<file path="config.mk">
export PLATFORM = sky130hd
export DESIGN_NAME = heap_sort_flat
export DESIGN_NICKNAME = d
export VERILOG_FILES = /design/src/rtl/core/hs_pkg.sv /design/src/rtl/core/hs_if.sv /design/src/rtl/core/heap_sort.sv /design/src/rtl/core/hs_key_ram.sv /design/src/rtl/core/hs_sort_seq.sv /design/src/flat_wrapper.sv
export SDC_FILE = /design/constraint.sdc
export NUM_CORES = 2
export LEC_CHECK = 0
export ABC_CLOCK_PERIOD_IN_PS = 17800
export BUFFER_PORTS_ARGS = -buffer_cell sky130_fd_sc_hd__buf_2
export CORE_UTILIZATION = 26
export CTS_BUF_LIST = sky130_fd_sc_hd__clkbuf_4
export CTS_CLUSTER_DIAMETER = 120
export CTS_CLUSTER_SIZE = 14
export DETAILED_ROUTE_END_ITERATION = 7
export GPL_TIMING_DRIVEN = 0
export PLACE_DENSITY = 0.48
export SETUP_SLACK_MARGIN = 0.2
export SLEW_MARGIN = 5
export SYNTH_ARGS = -nofsm -noshare
export SYNTH_HDL_FRONTEND = slang
export SYNTH_HIERARCHICAL = 1
export SYNTH_SLANG_ARGS = --single-unit
</file>
<file path="constraint.sdc">
create_clock -name clk -period 17.8 [get_ports clk]
set_clock_uncertainty 0.05 [all_clocks]
set_input_delay 0.89 -clock clk [delete_from_list [all_inputs] [get_ports clk]]
set_output_delay 0.89 -clock clk [all_outputs]
set_load 0.005 [all_outputs]
</file>
<file path="src/rtl/core/hs_pkg.sv">
// Shared constants and types for the heap sort block.
// Used by the channel interfaces, the key RAM, the sort sequencer and the top level.
`timescale 1ns / 1ps

package hs_pkg;

  localparam int DEPTH    = 64;
  localparam int KEY_BITS = 32;
  localparam int ADDR_W   = (DEPTH > 1) ? $clog2(DEPTH) : 1;
  localparam int CNT_W    = $clog2(DEPTH + 1);
  // Child index 2p+2 of the deepest parent needs two bits more than an address.
  localparam int KID_W    = ADDR_W + 2;

  typedef logic [KEY_BITS-1:0] key_t;
  typedef logic [ADDR_W-1:0]   addr_t;
  typedef logic [CNT_W-1:0]    cnt_t;
  typedef logic [KID_W-1:0]    kid_t;

  typedef struct packed {
    logic  we;
    addr_t waddr;
    key_t  wdata;
    addr_t raddr_a;
    addr_t raddr_b;
  } mem_req_t;

  typedef struct packed {
    logic load;
    key_t key;
    logic last;
    logic dropped;
  } emit_t;

endpackage

</file>
<file path="src/rtl/core/hs_if.sv">
// Valid/ready channel interfaces for the heap sort block.
// Depends on hs_pkg for the key width.
`timescale 1ns / 1ps

interface hs_in_if;
  logic                           valid;
  logic                           ready;
  logic signed [hs_pkg::KEY_BITS-1:0] key_value;
  logic                           is_final;

  modport source (output valid, key_value, is_final, input ready);
  modport sink   (input valid, key_value, is_final, output ready);
endinterface

interface hs_out_if;
  logic                           valid;
  logic                           ready;
  logic signed [hs_pkg::KEY_BITS-1:0] sorted_key;
  logic                           last_of_run;
  logic                           keys_dropped;

  modport source (output valid, sorted_key, last_of_run, keys_dropped, input ready);
  modport sink   (input valid, sorted_key, last_of_run, keys_dropped, output ready);
endinterface

</file>
<file path="src/rtl/core/heap_sort.sv">
// Heap sort block: loads a set of signed keys, heapsorts them in the key RAM
// and returns them in ascending order. Depends on hs_pkg, hs_if, hs_key_ram and
// hs_sort_seq.
//
// Each request carries one key and is taken whenever the block is loading;
// keys beyond the 64-entry store are dropped and every result of that set
// carries keys_dropped. The request with is_final set closes the set, after
// which no request is taken until the last result is in the result register.
// For n stored keys the sort runs in the single key RAM (two read ports, one
// write port): each sift-down level reads both children, then compares and
// writes the parent; a sift start reads and loads the top key; a root swap
// reads root and end key, then writes the old root to the end. Readout reads
// each key, then loads it, and waits while the result side stalls.
`timescale 1ns / 1ps

module heap_sort (
  input  logic      clk,
  input  logic      rst_n,
  hs_in_if.sink     in_ch,
  hs_out_if.source  out_ch
);

  hs_pkg::mem_req_t mem_req;
  hs_pkg::key_t     rdata_a;
  hs_pkg::key_t     rdata_b;
  hs_pkg::emit_t    emit;
  logic             out_free;

  logic             out_valid_r;
  hs_pkg::key_t     out_key_r;
  logic             out_last_r;
  logic             out_dropped_r;

  assign out_free = !out_valid_r || out_ch.ready;

  hs_sort_seq u_seq (
    .clk      (clk),
    .rst_n    (rst_n),
    .in_valid (in_ch.valid),
    .in_ready (in_ch.ready),
    .in_key   (in_ch.key_value),
    .in_final (in_ch.is_final),
    .out_free (out_free),
    .emit     (emit),
    .mem_req  (mem_req),
    .rdata_a  (rdata_a),
    .rdata_b  (rdata_b)
  );

  hs_key_ram u_ram (
    .clk     (clk),
    .req     (mem_req),
    .rdata_a (rdata_a),
    .rdata_b (rdata_b)
  );

  // The sequencer loads a result only after seeing this register free.
  always_ff @(posedge clk) begin
    if (!rst_n) begin
      out_valid_r <= 1'b0;
    end else if (emit.load) begin
      out_valid_r <= 1'b1;
    end else if (out_ch.ready) begin
      out_valid_r <= 1'b0;
    end
    if (emit.load) begin
      out_key_r     <= emit.key;
      out_last_r    <= emit.last;
      out_dropped_r <= emit.dropped;
    end
  end

  assign out_ch.valid        = out_valid_r;
  assign out_ch.sorted_key   = out_key_r;
  assign out_ch.last_of_run  = out_last_r;
  assign out_ch.keys_dropped = out_dropped_r;

endmodule

</file>
<file path="src/rtl/core/hs_key_ram.sv">
// Key memory: one write port and two read ports, read data registered.
// Depends on hs_pkg for depth, widths and the request struct.
`timescale 1ns / 1ps

module hs_key_ram (
  input  logic             clk,
  input  hs_pkg::mem_req_t req,
  output hs_pkg::key_t     rdata_a,
  output hs_pkg::key_t     rdata_b
);

  hs_pkg::key_t mem [hs_pkg::DEPTH];

  always_ff @(posedge clk) begin
    if (req.we) begin
      mem[req.waddr] <= req.wdata;
    end
    rdata_a <= mem[req.raddr_a];
    rdata_b <= mem[req.raddr_b];
  end

endmodule

</file>
<file path="src/rtl/core/hs_sort_seq.sv">
// Sequencer that loads keys, heapsorts them in the key RAM and reads them out.
// Depends on hs_pkg; drives hs_key_ram through a request struct.
`timescale 1ns / 1ps

module hs_sort_seq (
  input  logic             clk,
  input  logic             rst_n,
  input  logic             in_valid,
  output logic             in_ready,
  input  hs_pkg::key_t     in_key,
  input  logic             in_final,
  input  logic             out_free,
  output hs_pkg::emit_t    emit,
  output hs_pkg::mem_req_t mem_req,
  input  hs_pkg::key_t     rdata_a,
  input  hs_pkg::key_t     rdata_b
);

  localparam logic [3:0] ST_LOAD      = 4'd0;
  localparam logic [3:0] ST_SIFT_RD   = 4'd1;
  localparam logic [3:0] ST_SIFT_LD   = 4'd2;
  localparam logic [3:0] ST_KIDS      = 4'd3;
  localparam logic [3:0] ST_CMP       = 4'd4;
  localparam logic [3:0] ST_SWAP_RD   = 4'd5;
  localparam logic [3:0] ST_SWAP_WR   = 4'd6;
  localparam logic [3:0] ST_EMIT_RD   = 4'd7;
  localparam logic [3:0] ST_EMIT_WAIT = 4'd8;

  logic [3:0]    state_r, state_nxt;
  hs_pkg::cnt_t  fill_r, fill_nxt;
  logic          ovf_r, ovf_nxt;
  logic          sorting_r, sorting_nxt;
  hs_pkg::cnt_t  heap_n_r, heap_n_nxt;
  hs_pkg::addr_t top_r, top_nxt;
  hs_pkg::addr_t parent_r, parent_nxt;
  hs_pkg::addr_t end_r, end_nxt;
  hs_pkg::addr_t emit_k_r, emit_k_nxt;
  hs_pkg::key_t  moving_r, moving_nxt;

  hs_pkg::kid_t  kid_a;
  hs_pkg::kid_t  kid_b;
  hs_pkg::kid_t  heap_n_ext;
  hs_pkg::cnt_t  fill_inc;
  hs_pkg::cnt_t  half_m1;
  hs_pkg::cnt_t  fill_m1;
  logic          take_b;
  hs_pkg::key_t  big_key;
  hs_pkg::addr_t big_addr;
  logic          sift_done;
  logic          emit_last;

  assign kid_a      = {1'b0, parent_r, 1'b1};
  assign kid_b      = kid_a + hs_pkg::KID_W'(1);
  assign heap_n_ext = hs_pkg::KID_W'(heap_n_r);
  assign fill_inc   = fill_r + hs_pkg::CNT_W'(1);
  assign fill_m1    = fill_r - hs_pkg::CNT_W'(1);
  assign take_b     = (kid_b < heap_n_ext) && ($signed(rdata_a) < $signed(rdata_b));
  assign big_key    = take_b ? rdata_b : rdata_a;
  assign big_addr   = take_b ? kid_b[hs_pkg::ADDR_W-1:0] : kid_a[hs_pkg::ADDR_W-1:0];
  assign emit_last  = (hs_pkg::CNT_W'(emit_k_r) == fill_m1);
  assign in_ready   = (state_r == ST_LOAD);

  always_comb begin
    state_nxt   = state_r;
    fill_nxt    = fill_r;
    ovf_nxt     = ovf_r;
    sorting_nxt = sorting_r;
    heap_n_nxt  = heap_n_r;
    top_nxt     = top_r;
    parent_nxt  = parent_r;
    end_nxt     = end_r;
    emit_k_nxt  = emit_k_r;
    moving_nxt  = moving_r;
    half_m1     = (fill_inc >> 1) - hs_pkg::CNT_W'(1);
    sift_done   = 1'b0;
    mem_req     = '0;
    emit        = '0;

    unique case (state_r)
      ST_LOAD: begin
        if (in_valid) begin
          if (fill_r < hs_pkg::CNT_W'(hs_pkg::DEPTH)) begin
            mem_req.we    = 1'b1;
            mem_req.waddr = fill_r[hs_pkg::ADDR_W-1:0];
            mem_req.wdata = in_key;
            fill_nxt      = fill_inc;
          end else begin
            ovf_nxt  = 1'b1;
            half_m1  = (fill_r >> 1) - hs_pkg::CNT_W'(1);
          end
          if (in_final) begin
            emit_k_nxt  = '0;
            sorting_nxt = 1'b0;
            heap_n_nxt  = fill_nxt;
            top_nxt     = half_m1[hs_pkg::ADDR_W-1:0];
            if (fill_nxt < hs_pkg::CNT_W'(2)) begin
              state_nxt = ST_EMIT_RD;
            end else begin
              state_nxt = ST_SIFT_RD;
            end
          end
        end
      end
      ST_SIFT_RD: begin
        mem_req.raddr_a = top_r;
        state_nxt       = ST_SIFT_LD;
      end
      ST_SIFT_LD: begin
        moving_nxt = rdata_a;
        parent_nxt = top_r;
        state_nxt  = ST_KIDS;
      end
      ST_KIDS: begin
        if (kid_a >= heap_n_ext) begin
          mem_req.we    = 1'b1;
          mem_req.waddr = parent_r;
          mem_req.wdata = moving_r;
          sift_done     = 1'b1;
        end else begin
          mem_req.raddr_a = kid_a[hs_pkg::ADDR_W-1:0];
          mem_req.raddr_b = kid_b[hs_pkg::ADDR_W-1:0];
          state_nxt       = ST_CMP;
        end
      end
      ST_CMP: begin
        mem_req.we    = 1'b1;
        mem_req.waddr = parent_r;
        if ($signed(moving_r) > $signed(big_key)) begin
          mem_req.wdata = moving_r;
          sift_done     = 1'b1;
        end else begin
          mem_req.wdata = big_key;
          parent_nxt    = big_addr;
          state_nxt     = ST_KIDS;
        end
      end
      ST_SWAP_RD: begin
        mem_req.raddr_a = '0;
        mem_req.raddr_b = end_r;
        state_nxt       = ST_SWAP_WR;
      end
      ST_SWAP_WR: begin
        // The old root goes to the end; the old end element sifts down from the root.
        mem_req.we    = 1'b1;
        mem_req.waddr = end_r;
        mem_req.wdata = rdata_a;
        moving_nxt    = rdata_b;
        parent_nxt    = '0;
        heap_n_nxt    = hs_pkg::CNT_W'(end_r);
        state_nxt     = ST_KIDS;
      end
      ST_EMIT_RD: begin
        mem_req.raddr_a = emit_k_r;
        if (out_free) begin
          state_nxt = ST_EMIT_WAIT;
        end
      end
      ST_EMIT_WAIT: begin
        emit.load    = 1'b1;
        emit.key     = rdata_a;
        emit.last    = emit_last;
        emit.dropped = ovf_r;
        if (emit_last) begin
          fill_nxt  = '0;
          ovf_nxt   = 1'b0;
          state_nxt = ST_LOAD;
        end else begin
          emit_k_nxt = emit_k_r + hs_pkg::ADDR_W'(1);
          state_nxt  = ST_EMIT_RD;
        end
      end
      default: begin
        state_nxt = ST_LOAD;
      end
    endcase

    // The write that finishes a sift lands before any read of the next step.
    if (sift_done) begin
      if (!sorting_r) begin
        if (top_r == '0) begin
          sorting_nxt = 1'b1;
          end_nxt     = fill_m1[hs_pkg::ADDR_W-1:0];
          state_nxt   = ST_SWAP_RD;
        end else begin
          top_nxt   = top_r - hs_pkg::ADDR_W'(1);
          state_nxt = ST_SIFT_RD;
        end
      end else begin
        if (end_r == hs_pkg::ADDR_W'(1)) begin
          state_nxt = ST_EMIT_RD;
        end else begin
          end_nxt   = end_r - hs_pkg::ADDR_W'(1);
          state_nxt = ST_SWAP_RD;
        end
      end
    end
  end

  always_ff @(posedge clk) begin
    if (!rst_n) begin
      state_r <= ST_LOAD;
      fill_r  <= '0;
      ovf_r   <= 1'b0;
    end else begin
      state_r <= state_nxt;
      fill_r  <= fill_nxt;
      ovf_r   <= ovf_nxt;
    end
    sorting_r <= sorting_nxt;
    heap_n_r  <= heap_n_nxt;
    top_r     <= top_nxt;
    parent_r  <= parent_nxt;
    end_r     <= end_nxt;
    emit_k_r  <= emit_k_nxt;
    moving_r  <= moving_nxt;
  end

endmodule
</file>
<file path="src/flat_wrapper.sv">
// flat-port wrapper written by rule: the top's interface ports become plain ports
module heap_sort_flat 
  (clk, rst_n, in_ch_valid, in_ch_key_value, in_ch_is_final, in_ch_ready, out_ch_valid, out_ch_sorted_key, out_ch_last_of_run, out_ch_keys_dropped, out_ch_ready);
  hs_in_if in_ch_i ();
  hs_out_if out_ch_i ();
  input  logic clk;
  input  logic rst_n;
  input wire logic [$bits(in_ch_i.valid)-1:0] in_ch_valid;
  input wire logic [$bits(in_ch_i.key_value)-1:0] in_ch_key_value;
  input wire logic [$bits(in_ch_i.is_final)-1:0] in_ch_is_final;
  output wire logic [$bits(in_ch_i.ready)-1:0] in_ch_ready;
  output wire logic [$bits(out_ch_i.valid)-1:0] out_ch_valid;
  output wire logic [$bits(out_ch_i.sorted_key)-1:0] out_ch_sorted_key;
  output wire logic [$bits(out_ch_i.last_of_run)-1:0] out_ch_last_of_run;
  output wire logic [$bits(out_ch_i.keys_dropped)-1:0] out_ch_keys_dropped;
  input wire logic [$bits(out_ch_i.ready)-1:0] out_ch_ready;
  assign in_ch_i.valid = in_ch_valid;
  assign in_ch_i.key_value = in_ch_key_value;
  assign in_ch_i.is_final = in_ch_is_final;
  assign in_ch_ready = in_ch_i.ready;
  assign out_ch_valid = out_ch_i.valid;
  assign out_ch_sorted_key = out_ch_i.sorted_key;
  assign out_ch_last_of_run = out_ch_i.last_of_run;
  assign out_ch_keys_dropped = out_ch_i.keys_dropped;
  assign out_ch_i.ready = out_ch_ready;
  heap_sort u_core (.clk(clk), .rst_n(rst_n), .in_ch(in_ch_i), .out_ch(out_ch_i));
endmodule
</file>
* Word level (Yosys, flattened, before mapping) *
Memory sizes are Yosys's and may differ from the RTL's. A register that Yosys moved wholly into a read port is not among the register bits.
Index checks and enable logic that the tools add are counted.

cells by class
  reductions and logical operators = 19
  muxes and demuxes = 66
  eq/ne operators = 22
  magnitude comparators = 6
  $add $sub $neg = 8

operator list
  cell                                                   number
  one-hot mux 39 bit (4 select lines)                    1
  two-way mux 39 bit                                     3
  two-way mux 6 bit                                      15
  two-way mux 32 bit                                     2
  one-hot mux 32 bit (2 select lines)                    1
  two-way mux 7 bit                                      7
  one-hot mux 6 bit (3 select lines)                     2
  two-way mux 35 bit                                     1
  greater-than comparator 32 bit                         1
  less-than comparator 32 bit                            1
  one-hot mux 4 bit (8 select lines)                     1
  two-way mux 4 bit                                      7
  one-hot mux 7 bit (2 select lines)                     2
  one-hot mux 6 bit (2 select lines)                     2
  subtractor 6 x 1 -> 6 bit, second input constant       4
  == test 4 x 3 -> 1 bit, second input constant          4
  two-way mux 1 bit                                      15
  inequality test 2 bit, second input constant           7
  two-way mux 12 bit                                     1
  nonzero test 2 bit                                     5
  two-way mux 3 bit                                      3
  inequality test 3 x 2 -> 1 bit, second input constant  3
  AND reduction 3 bit                                    3
  adder 7 x 1 -> 8 bit, second input constant            1
  other kinds (25)                                       29

storage, ports and cells
  input port bits = 37
  word-level logic and storage cells = 136
  memories kept = 1
  bits in writable memories = 2048
  register bits after elaboration = 111

memories
  name              depth  width  rd ports  clocked after Yosys merged registers in  wr ports  RTL line          source
  u_core.u_ram.mem  64     32     2         2                                        1         hs_key_ram.sv:12  hs_pkg::key_t mem [hs_pkg::DEPTH];

* Depth between registers and ports, before layout *
  depth in word-level cells = 10
  depth in mapped cells = 23

* By module *
The synthesis kept the hierarchy.

by module, submodules not included
  module       area an instance (um2)  times used  cells each
  hs_key_ram   95660.5                 1           4412
  hs_sort_seq  7405.9                  1           915
  heap_sort    1069.8                  1           38

* Least setup slack after synthesis *
Ideal clock, no wire load.

  path kind = flip-flop to flip-flop
  start = register u_core.u_seq.parent_r[0]
  end = memory u_core/u_ram/mem[0][0] (netlist bit) (data pin)
  cell stages (with the launch flop) = 21
  arrival time = 6.114 ns
  library setup time = 0.542 ns
  required time = 17.208 ns
  buffers on the path = 3
  period minus slack after synthesis = 6.706 ns
  setup slack = 11.094 ns
  path through = edfxtp_1 > ha_1 > ha_1 > o21a_1 > o211ai_1 > a21oi_1 > a211o_1 > or3_4 > buf_2 > buf_2 > nor2_1 > a21oi_1 > ha_1 > nand4_1 > nor4_2 > nand2_1 > o32a_1 > a21oi_2 > a21oi_2 > buf_4 > o211ai_1

RTL lines
  what                    RTL line            source
  from (decl)             hs_sort_seq.sv:35   hs_pkg::addr_t parent_r, parent_nxt;
  from (signal assigned)  hs_sort_seq.sv:212  parent_r <= parent_nxt;
  to (decl)               hs_key_ram.sv:12

==> results.md <==
- Status: finished with violations
- Failing checks: max-capacitance violations, max-slew violations
- Worst Path Arrival: 9.54 ns
- Post-CTS Resized: 0
- CP max FO: 11
- DRT Pass-1 Iters: 6
- First-pass GRT wire length: 640000 µm
- Vias in the first global route: 63559
- CP Capture Type: flip-flop
- Flops & latches, synth: 2223
- FFs w/ async S/R, synth: 0%
- Worst-Margin Slew: 1.67 ns
- CP peak stage delay: 1.00 ns
- Total track usage: 24.0%
- Syn_nets: 5486
- Initial Utilization: between 20% and 30%
- Cts bufs inserted: roughly 180
- Met1 usage: 30.2%
- Fmax: 0.120 GHz
- Share of cells above drive strength 1: 35.0%
- Initial antenna violation count: 49
- Area growth from synthesis to layout: 13.0%
- Slew Limit Fails: 8
- Post-route ant nets: 0
- RSZ-0062 raised after global routing: false
- Fin crit period: about 8.3 ns
- Required @ worst endpoint: 18.99 ns
- Final wirelength: about 500000 µm
- Post-DP HPWL: 360000 µm
- CTS tree: done
- DIE HEIGHT: 635 µm
- Row cnt: 232
- Setup TNS: 0 ns
- Worst-path cell chain: inv_1, ha_1, nand2b_1, a21boi_0, o21ai_0, a21oi_1, nor2_1, nand2_1, o21ai_0, buf_2, buf_2, and2_1, clkbuf_1, clkbuf_1, a22oi_1, nand2_1, o21ai_1, o22ai_1
- Most common cell after layout, fill and taps aside: edfxtp_1
- Nets: around 6000
- Max Root-Sink Buffers: 4
- Syn Area/Cell: 19.4 µm²
- Core area: 399000 µm²
- Top FF cell, synth: edfxtp_1
- Synth Cell Area: 104000 µm²
- Synth warn: 6
- Fin crit share: 46.9%
- EDFF count, synth: 2139
- Mapped Cells: between 5000 and 6000
- Kind of critical path: reg2reg
- Placer's final routability congestion estimate: between 1 and 1.5
- Clock slew at reported path FFs: 0.17 ns
- Total number of vias: roughly 67000
- Total global routing overflow: 0
- Leak: ~0.035 µW
- Power Density: around 160 nW/µm²
- Root Buffer: clkbuf_4
- # DRC: 0
- Met2 track demand over resource: a little over a third
- Most frequent cells in the layout: edfxtp_1, mux4_2, buf_2
- Seq/Total Area, Yosys: 63.3%
- Die ar.: roughly 400000 µm²
- Post-placement cell area: 116000 µm²
- Skew-Pair Late Insertion Delay: between 1 and 1.5 ns
- Number of H-tree levels: 4
- Num ports: 73
- Pwr Total: 19400 µW
- Largest net degree at the start of global routing: 65
- Max Cap Viol: 3
- CP Launch Type: flip-flop
- Slew margin rel.: -11.7%
- Setup violations, final: 0
- Drt wl/cell: 44.5 µm
- Hold Crit Class: in2reg
- Slowest stage cell, crit path: clkbuf_1
- Hold Vio Cnt, Final: 0
- Final instance area: 118000 µm²
- VDD IR-drop max: 0.000143 V
- Yosys cell types: 76
- Die width: 635 µm
- GRT met3 Usage: 9.21%
- Grt peak-use layer: met2
- Vias per cell: between 5 and 6
- DRT iter0 DRCs: 11211
- CTS sink cnt: about 2200
- Port Buffers: 72
-- state kept, by name, summed over array words and instances, names as in the netlist, 4 cells and up --
register,flops
u_core/u_seq/moving_r,32
u_core/u_seq/end_r,6
u_core/out_ch.sorted_key,32
u_core/u_seq/top_r,6
u_core/u_ram/mem,2048
u_core/u_seq/fill_r,7
u_core/u_ram/rdata_b,32
u_core/u_seq/heap_n_r,7
u_core/u_seq/parent_r,6
u_core/u_seq/state_r,4
u_core/u_seq/emit_k_r,6
u_core/u_ram/rdata_a,32
-- cells in the mapped netlist, types with 6 or more instances --
cell / number / area share (%)
ha_1: 84 / 1.0
mux2_2: 37 / 0.40
o22ai_1: 65 / 0.39
or3_1: 8 / 0.048
o21ai_1: 32 / 0.15
a22o_1: 17 / 0.14
nand3b_1: 6 / 0.043
nor2b_1: 23 / 0.14
a211oi_1: 23 / 0.17
and4_1: 6 / 0.050
buf_1: 27 / 0.097
nand4_1: 9 / 0.054
a21o_1: 9 / 0.065
buf_2: 134 / 0.64
clkbuf_1: 166 / 0.60
xor2_1: 13 / 0.11
o32a_1: 11 / 0.11
and3_1: 25 / 0.15
a32oi_1: 10 / 0.084
a221oi_1: 17 / 0.14
a21oi_1: 128 / 0.62
dfxtp_1: 84 / 1.6
mux4_2: 1124 / 24
buf_6: 12 / 0.13
edfxtp_1: 2139 / 62
nand3_1: 44 / 0.21
o21ai_0: 78 / 0.37
nor2_1: 187 / 0.67
inv_1: 82 / 0.30
buf_4: 58 / 0.42
a22oi_1: 106 / 0.76
nand2b_1: 13 / 0.078
mux2i_1: 209 / 2.0
nor3_1: 18 / 0.087
o211ai_1: 47 / 0.34
a222oi_1: 6 / 0.058
and2_1: 15 / 0.090
o221ai_1: 16 / 0.13
xnor2_1: 16 / 0.13
a221o_1: 20 / 0.19
nand2_1: 178 / 0.64
-- routing by layer --
metal | share of wire (%) | vias to the layer above
met5 | 0.18 | -
met4 | 7.3 | 40
met3 | 13 | 1163
met2 | 43 | 5206
met1 | 37 | 36681
li1 | - | 23973
-- area by class of cell --
| class | count | area, µm² |
|---|---|---|
| Clock buffer | 212 | 1590 |
| Multi-Input combinational cell | 2661 | 36600 |
| Antenna cell | 21 | 52.6 |
| Sequential cell | 2223 | 65900 |
| Fill cell | 39063 | 281000 |
| Tap cell | 5265 | 6590 |
| Clock inverter | 11 | 111 |
| Inverter | 84 | 315 |
| Timing Repair Buffer | 325 | 4430 |
| Buffer | 397 | 2030 |
-- worst max-delay path: cells and delay by family, from the launching register on --
family	cells	cell delay (ns)
compound gates	7	2.16
fa+ha+maj	1	0.31
buf+inv	5	3.63
flops	1	0.54
simple gates	5	1.41
-- through the flow --
step                utilization (%)  hold WS [ns]  instances  worst slack, ns
floorplan                         -         0.441       5365            11.09
global placement               27.9         0.447      10702             5.88
detailed placement             29.0         0.449      10942             9.99
CTS                            29.5       0.00476      11176             9.90
global route                   29.5        0.0685      11190             9.42
finish                         29.5         0.137      11199             9.45
-- timing repair --
item / in CTS / in global routing
endpoints found under the hold margin: 44 / 0
setup endpoints to repair: 0 / 0
setup buffers: 0 / 0
hold buffers: 11 / 0
-- path summary, 6_finish.rpt --
path | from | to | slack, ns | cells past startpoint
hold reg to reg | u_core/out_ch.valid$_SDFFE_PN0P_ | u_core/out_ch.valid$_SDFFE_PN0P_ | 0.47 | 2
hold / removal | in_ch_key_value[2] | u_core/u_ram/mem[45][2]$_DFFE_PP_ | 0.14 | 3
setup / recovery | u_core/u_seq/parent_r[0]$_DFFE_PP_ | u_core/u_ram/rdata_a[22]$_DFF_P_ | 9.45 | 18
setup reg to reg | u_core/u_seq/parent_r[0]$_DFFE_PP_ | u_core/u_ram/rdata_a[22]$_DFF_P_ | 9.45 | 18
-- power by group --
group / internal, µW / switching, µW
Sequential: 6900 / 215
Clock: 577 / 1740
Combinational: 2830 / 7120
-- kinds of logic after synthesis --
logic type	synth area share [%]
flip-flops	63.3
multiplexers	26.7
AO/OA/AOI/OAI	4.03
AND/OR/NAND/NOR	2.48
buffers and inverters	2.19
adder cells (fa/ha/maj)	1.01
XOR/XNOR	0.287
Power figures use the tool's default switching activity.
